## src/rtl/rait_pkg.sv

```systemverilog
package rait_pkg;

	localparam int STACK_DEPTH_DEF      = 32;
	localparam int INDIRECT_ENTRIES_DEF = 4096;
	localparam int SIZE_ENTRIES_DEF     = 1024;

	localparam int IN_DATA_W  = 136;
	localparam int IN_USER_W  = 4;
	localparam int OUT_DATA_W = 72;

	localparam logic [2:0] KIND_INDIRECT      = 3'd2;
	localparam logic [2:0] KIND_CONDITIONAL   = 3'd3;
	localparam logic [2:0] KIND_DIRECT_CALL   = 3'd4;
	localparam logic [2:0] KIND_INDIRECT_CALL = 3'd5;
	localparam logic [2:0] KIND_RETURN        = 3'd6;

	localparam logic        OP_UPDATE        = 1'b1;
	localparam logic [63:0] SIZE_LEARN_LIMIT = 64'd10;
	localparam logic [3:0]  SIZE_AT_RESET    = 4'd4;

	typedef struct packed {
		logic        upd;
		logic        is_ret;
		logic        is_ind;
		logic        is_cond;
		logic        is_call;
		logic [63:0] addr;
		logic [63:0] target;
		logic        taken;
	} item_t;

endpackage

```

## src/rtl/rait_front.sv

```systemverilog
module rait_front (
	input  logic                             clk,
	input  logic                             arst_n,
	input  logic                             s_axis_tvalid,
	output logic                             s_axis_tready,
	input  logic [rait_pkg::IN_DATA_W-1:0]   s_axis_tdata,
	input  logic [rait_pkg::IN_USER_W-1:0]   s_axis_tuser,
	output logic                             q_valid,
	output rait_pkg::item_t                  q_item,
	input  logic                             q_pop
);
	import rait_pkg::*;

	item_t      dec;
	item_t      fifo_q [2];
	logic       wr_q;
	logic       rd_q;
	logic [1:0] cnt_q;
	logic       push;
	logic [2:0] kind;

	assign kind = s_axis_tuser[3:1];

	always_comb begin
		dec         = '0;
		dec.upd     = (s_axis_tuser[0] == OP_UPDATE);
		dec.addr    = s_axis_tdata[63:0];
		dec.target  = s_axis_tdata[127:64];
		dec.taken   = s_axis_tdata[128];
		unique case (kind)
			KIND_INDIRECT: begin
				dec.is_ind = 1'b1;
			end
			KIND_CONDITIONAL: begin
				dec.is_cond = 1'b1;
			end
			KIND_DIRECT_CALL: begin
				dec.is_call = 1'b1;
			end
			KIND_INDIRECT_CALL: begin
				dec.is_call = 1'b1;
				dec.is_ind  = 1'b1;
			end
			KIND_RETURN: begin
				dec.is_ret = 1'b1;
			end
			default: begin
			end
		endcase
	end

	assign s_axis_tready = (cnt_q != 2'd2);
	assign push          = s_axis_tvalid && s_axis_tready;
	assign q_valid       = (cnt_q != 2'd0);
	assign q_item        = fifo_q[rd_q];

	always_ff @(posedge clk) begin
		if (push) begin
			fifo_q[wr_q] <= dec;
		end
	end

	always_ff @(posedge clk or negedge arst_n) begin
		if (!arst_n) begin
			wr_q  <= 1'b0;
			rd_q  <= 1'b0;
			cnt_q <= 2'd0;
		end else begin
			if (push) begin
				wr_q <= ~wr_q;
			end
			if (q_pop) begin
				rd_q <= ~rd_q;
			end
			cnt_q <= cnt_q + {1'b0, push} - {1'b0, q_pop};
		end
	end

endmodule

```

## config.mk

```make
export PLATFORM = sky130hd
export DESIGN_NAME = rait_front
export DESIGN_NICKNAME = d
export VERILOG_FILES = /design/src/rtl/rait_pkg.sv /design/src/rtl/rait_front.sv
export SDC_FILE = /design/constraint.sdc
export NUM_CORES = 1
export LEC_CHECK = 0
export ABC_AREA = 1
export ABC_CLOCK_PERIOD_IN_PS = 7700
export BUFFER_PORTS_ARGS = -buffer_cell sky130_fd_sc_hd__buf_2
export CAP_MARGIN = 10
export CORE_MARGIN = 10
export CORE_UTILIZATION = 45
export CTS_CLUSTER_SIZE = 40
export DETAILED_ROUTE_END_ITERATION = 10
export MAX_ROUTING_LAYER = met4
export PLACE_DENSITY = 0.77
export SETUP_SLACK_MARGIN = 0.4
export SLEW_MARGIN = 0
export SYNTH_ARGS = -nofsm -noshare
export SYNTH_HDL_FRONTEND = slang
export SYNTH_SLANG_ARGS = --single-unit
```

## constraint.sdc

```tcl
create_clock -name clk -period 7.7 [get_ports clk]
set_input_delay 2.31 -clock clk [delete_from_list [all_inputs] [get_ports clk]]
set_output_delay 2.31 -clock clk [all_outputs]
set_load 0.05 [all_outputs]
```

==> impl_metrics.py, run 1 <==
metrics = {
    "place": {
        "place_ws_ns": 2.96,
        "gp_congestion": 0.740,
        "hpwl_mm": 14.0,
        "port_buffers": 272,
    },
    "setup_path": {
        "cpMaxStageDelayCell": "dfrtp_4",
        "slowest_delay_ns": 1.03,
        "critPathRequiredTime_ns": 5.39,
        "cp_num_buf_inv": 2,
        "path_delay_family": "flip-flops",
        "crit_path_max_fanout": 58,
        "cp.arrival_ns": 2.93,
        "startpoint_type": "flip-flop",
        "critPathCaptureType": "output pin",
        "path_class": "reg2out",
        "path_cells": "buf_4, mux2_2, buf_2",
    },
    "synthesis": {
        "synth-edff-count": 268,
        "ys_seq_area_frac": 0.806,
        "synth.top_cell.area_share": 0.796,
        "synthCells": 453,
        "synth.top_cells.by_area": "edfxtp_1 80%, mux2_2 9.4%, mux2_4 7.4%",
        "synthesis.area_um2": 10100,
        "post-synth-top-area-cell": "edfxtp_1",
        "ys_seq_elements": 272,
        "avgSynthCellArea_um2": 22.3,
        "ys_warn_count": 0,
        "synth_nets": 598,
        "ys.flop_type": "edfxtp_1",
        "synth_cell_types": 16,
        "synth_most_common_cell": "edfxtp_1",
        "async_flop_share": 0.0147,
        "ys_top_cells_by_count": "268 x edfxtp_1, 84 x mux2_2, 50 x mux2_4",
    },
    "power": {
        "power.density_nw_per_um2": 455,
        "power_mw": 5.73,
        "pwr-share-seq": 0.378,
        "swShare": 0.411,
        "leakage_nw": 4.87,
        "combPwrFrac": 0.415,
        "p_int_mw": 3.37,
        "p_switching_mw": 2.35,
        "peakVddDrop_mv": 0.270,
        "power_frac_clock": 0.207,
    },
    "hold_path": {
        "min_path_type": "reg2reg",
    },
    "route": {
        "first_iter_violations": 294,
        "routed_wl_mm": 20.7,
        "via_count": 5158,
        "ant_nets": 0,
        "dr.pass1.iters": 4,
        "drc": 0,
        "vias_per_cell": 4.93,
        "wl_per_cell_um": 19.8,
    },
    "finish": {
        "layout.nets": 888,
        "area_growth_syn_to_layout_pct": 24.5,
        "regArea_um2": 8150,
        "multi_input_area_um2": 1820,
        "n_fill_cell": 1689,
        "final_layout_size_suffix_gt1_frac": 0.584,
    },
    "clock_tree": {
        "clock-sinks": 272,
        "cts_made_buffers": 27,
        "ctsResizeCount": 0,
        "clk_pin_slew_ns": 0.06,
        "cts_max_level": 1,
        "post_cts_buffers": 0,
        "cts.path.max_buffers": 3,
        "cts_root_buf": "clkbuf_16",
        "cts_tree": "built",
        "cts_hold_buf": 0,
        "clkLatencyLatePin_ns": 0.53,
    },
    "die": {
        "die_area_um2": 28900,
        "num_rows": 54,
        "core_area_um2": 22000,
        "initial_core_util": 0.460,
        "ios": 280,
        "fp.dieH_um": 170,
        "fp.dieW_um": 170,
    },
    "timing": {
        "rsz0062_at_grt": "no",
        "maxSlewViolCount": 0,
        "slew_headroom": 0.311,
        "tns_ns": 0,
        "max_freq_mhz": 191,
        "whs_ns": 0.512,
        "final_hold_viol_count": 0,
        "fin_crit_ns": 5.24,
        "tightest_slew_ns": 1.03,
        "min_period_over_period": 0.680,
        "setup_violations": 0,
        "skew_ns": 0.0226,
        "setup_slack_ns": 2.46,
    },
    "global_routing": {
        "overflow": 0,
        "grt_max_degree": 102,
        "grt_pass1_wl_mm": 30.9,
        "antenna_found_initial": 4,
        "grt_pass1_vias": 5470,
        "track_usage": 0.140,
    },
    "outcome": {
        "outcome": "complete, no violations",
    },
    "job": {
        "cap_violations": 0,
    },
}
power by group through the flow:
stage	Combinational, mW	Sequential (mW)	Clock (mW)
final	2.38	2.16	1.18
after global routing	2.49	2.20	1.27
after CTS	2.41	2.17	1.22
after detailed placement	2.40	2.20	0
after global placement	2.40	2.18	0
after floorplan	1.98	2.14	0
flip-flops by register name, summed over array words and instances (netlist names):
name / count
fifo_q: 268
cnt_q: 2
wr_q: 1
rd_q: 1
metrics by stage:
stage	cells	area, um^2	utilization
after global routing	1046	12600	0.573
after detailed placement	994	11800	0.536
after global placement	994	11800	0.536
after floorplan	453	10100	-
after CTS	1042	12600	0.572
final	1047	12600	0.573
final timing paths:
path	start	to	slack, ns	cells after the start
max in group asynchronous	arst_n	rd_q	5.98	1
worst max-delay path	rd_q	q_item[2]	2.46	3
min in group asynchronous	arst_n	wr_q	1.57	1
worst min-delay path	cnt_q[0]	cnt_q[0]	0.51	1
worst min register to register	cnt_q[0]	cnt_q[0]	0.51	1
worst max register to register	cnt_q[1]	fifo_q[0][105]	5.07	4
cell type report:
| type | count | area share |
|---|---|---|
| sequential | 272 | 0.648 |
| multi-input combinational | 157 | 0.145 |
| timing repair buffer | 276 | 0.113 |
| clock buffer | 36 | 0.0564 |
| tap | 280 | 0.0278 |
| clock inverter | 12 | 0.00666 |
| inverter | 9 | 0.00269 |
| antenna | 5 | 0.000995 |
per-layer routing:
metal	track usage	wire (um)	share of wire	vias to the layer above
met2	0.235	10400	0.50	200
met1	0.157	7850	0.38	2540
li1	-	-	-	2379
met5	-	0	0	-
met3	0.0458	1780	0.086	39
met4	0.0420	639	0.031	0
cell usage in the layout, fill, tap and decap left out, types with 2 or more instances in the layout:
master,count
mux2_2,84
clkinv_1,7
nand3_1,2
mux2_4,50
buf_2,272
nand2_1,11
clkbuf_1,9
buf_4,2
buf_12,2
nor3_1,2
inv_1,9
diode_2,5
edfxtp_1,268
inv_6,2
dfrtp_1,3
clkbuf_16,27
clkinv_2,2
nor2_4,2
cell families after synthesis:
group                    after synthesis  synth area share
XOR/XNOR                               1          0.000867
buffers and inverters                 24            0.0151
multiplexers                         134             0.168
flip-flops                           272             0.806
AND/OR/NAND/NOR                       19           0.00792
AO/OA/AOI/OAI                          2          0.000989
adder cells (fa/ha/maj)                1           0.00124
No activity file was read; power rests on OpenSTA's default activity.
==> inputs of run 2 (changes only) <==
- ABC_CLOCK_PERIOD_IN_PS: 7700 -> 5200
- clock period: 7.7 -> 5.2 ns (I/O delays scaled with it)
==> run 2 against run 1 <==
Compared with the run above: sequential share of layout area shrank 0.82 points; worst hold slack better by 0.0055 ns; register-to-register slack lost 2.1 ns; core utilization up 0.74 points; via count is 0.29% lower; largest power group unchanged.
==> impl_metrics.py, run 2 (synthesized netlist as in run 1, its figures left out) <==
metrics = {
    "setup_path": {
        "r2r_start": "cnt_q[1]",
        "path_class": "reg2out",
        "r2r-end": "fifo_q[1][11]",
        "critPathRequiredTime_ns": 3.64,
        "cp.arrival_ns": 2.46,
        "ff2ff_setup_slack_ns": 3.00,
        "critPathCaptureType": "output pin",
        "worstSetupStartpoint": "rd_q",
        "crit_path_max_fanout": 50,
        "r2r_cells": 4,
        "startpoint_type": "flip-flop",
    },
    "global_routing": {
        "grtUsageMet2": 0.246,
        "grt_pass1_vias": 5647,
        "antenna_found_initial": 3,
        "use_met1": 0.152,
        "overflow": 0,
        "track_usage": 0.141,
        "met3_usage": 0.0463,
        "grt_pass1_wl_mm": 31.0,
        "busiest_layer": "met2",
        "grt_max_degree": 101,
    },
    "route": {
        "routed_wl_mm": 20.6,
        "via_count": 5143,
        "dr.pass1.iters": 4,
        "ant_nets": 0,
        "wl_per_cell_um": 19.6,
        "drc": 0,
        "vias_per_cell": 4.89,
        "first_iter_violations": 305,
    },
    "clock_tree": {
        "clk_pin_slew_ns": 0.06,
        "cts_tree": "built",
        "post_cts_buffers": 0,
        "cts_max_level": 1,
        "cts_root_buf": "clkbuf_16",
        "clock-sinks": 272,
        "cts.path.max_buffers": 3,
        "cts_made_buffers": 28,
        "ctsResizeCount": 0,
        "clkLatencyLatePin_ns": 0.53,
        "cts_hold_buf": 0,
    },
    "timing": {
        "whs_ns": 0.517,
        "rsz0062_at_grt": "no",
        "setup_violations": 0,
        "min_period_over_period": 0.774,
        "final_hold_viol_count": 0,
        "maxSlewViolCount": 0,
        "fin_crit_ns": 4.02,
        "skew_ns": 0.00825,
        "tightest_slew_ns": 0.745,
        "max_freq_mhz": 248,
        "slew_headroom": 0.503,
    },
    "die": {
        "die_area_um2": 28900,
        "ios": 280,
        "fp.dieH_um": 170,
        "num_rows": 54,
        "fp.dieW_um": 170,
        "core_area_um2": 22000,
        "initial_core_util": 0.460,
    },
    "power": {
        "power.density_nw_per_um2": 682,
        "leakage_nw": 4.95,
        "peakVddDrop_mv": 0.420,
    },
    "place": {
        "port_buffers": 272,
        "placed_cells": 997,
        "gp_congestion": 0.727,
        "hpwl_mm": 14.2,
    },
    "finish": {
        "area_growth_syn_to_layout_pct": 26.1,
        "top_register": "fifo_q",
        "top_regs": "fifo_q x268, cnt_q x2",
        "fin_cells": 1052,
        "final_layout_size_suffix_gt1_frac": 0.592,
        "layout.nets": 892,
        "layout_common_cells": "272 x buf_2, 268 x edfxtp_1, 84 x mux2_2, 50 x mux2_4, 29 x clkbuf_16",
        "largest_register_ff_count": 268,
        "final_common_cell": "buf_2",
    },
    "hold_path": {
        "min-delay-start": "cnt_q[0]",
        "min_path_type": "reg2reg",
        "whs_endpoint": "cnt_q[0]",
        "hold_depth": 1,
    },
    "job": {
        "cap_violations": 0,
    },
    "outcome": {
        "outcome": "complete, no violations",
    },
}
## run 2: layout make-up
class                   instances  area, um^2
repair buffers                279        1460
inverters                       9        33.8
fillers                      1640        9220
multi-input cells             157        1820
well taps                     280         350
clock buffers                  36         762
flip-flops and latches        272        8150
clock inverters                15         148
diodes                          4        10.0
## run 2: how the worst max path moves through the flow
stage | to | slack, ns | cells after the start
5_1_grt | q_item[2] | 1.06 | 3
2_1_floorplan | fifo_q[1][0] | -0.45 | 2
6_report | q_item[2] | 1.18 | 3
3_5_place_dp | q_item[17] | 1.71 | 3
4_1_cts | q_item[17] | 1.12 | 3
3_3_place_gp | q_item[17] | 1.71 | 3
## run 2: critical path, stage by stage (launching register included)
cell and delay, ns:
dfrtp_4 0.91, buf_12 0.36, mux2_2 0.38, buf_2 0.22
## run 2: through the flow
step                      cell area, um^2  TNS, ns  setup slack (ns)  utilization  total power [mW]
final                               12700        0              1.18        0.580              8.69
after floorplan                     10100  -118.51            -0.450            -              6.10
after detailed placement            11800        0              1.71        0.538              6.84
after CTS                           12700        0              1.12        0.580              8.81
after global placement              11800        0              1.71        0.538              6.80
after global routing                12700        0              1.06        0.580              9.04
## run 2: metal layers
layer  vias up  wire length [um]
met1      2520              7540
li1       2390                 -
met5         -                 0
met4         0               537
met3        35              1860
met2       198             10700
## run 2: power breakdown
part / internal (mW) / leakage (nW) / total [mW] / switching [mW]
Sequential: 2.99 / 2.54 / 3.17 / 0.184
Combinational: 1.02 / 1.97 / 3.57 / 2.55
Clock: 1.17 / 0.439 / 1.94 / 0.769
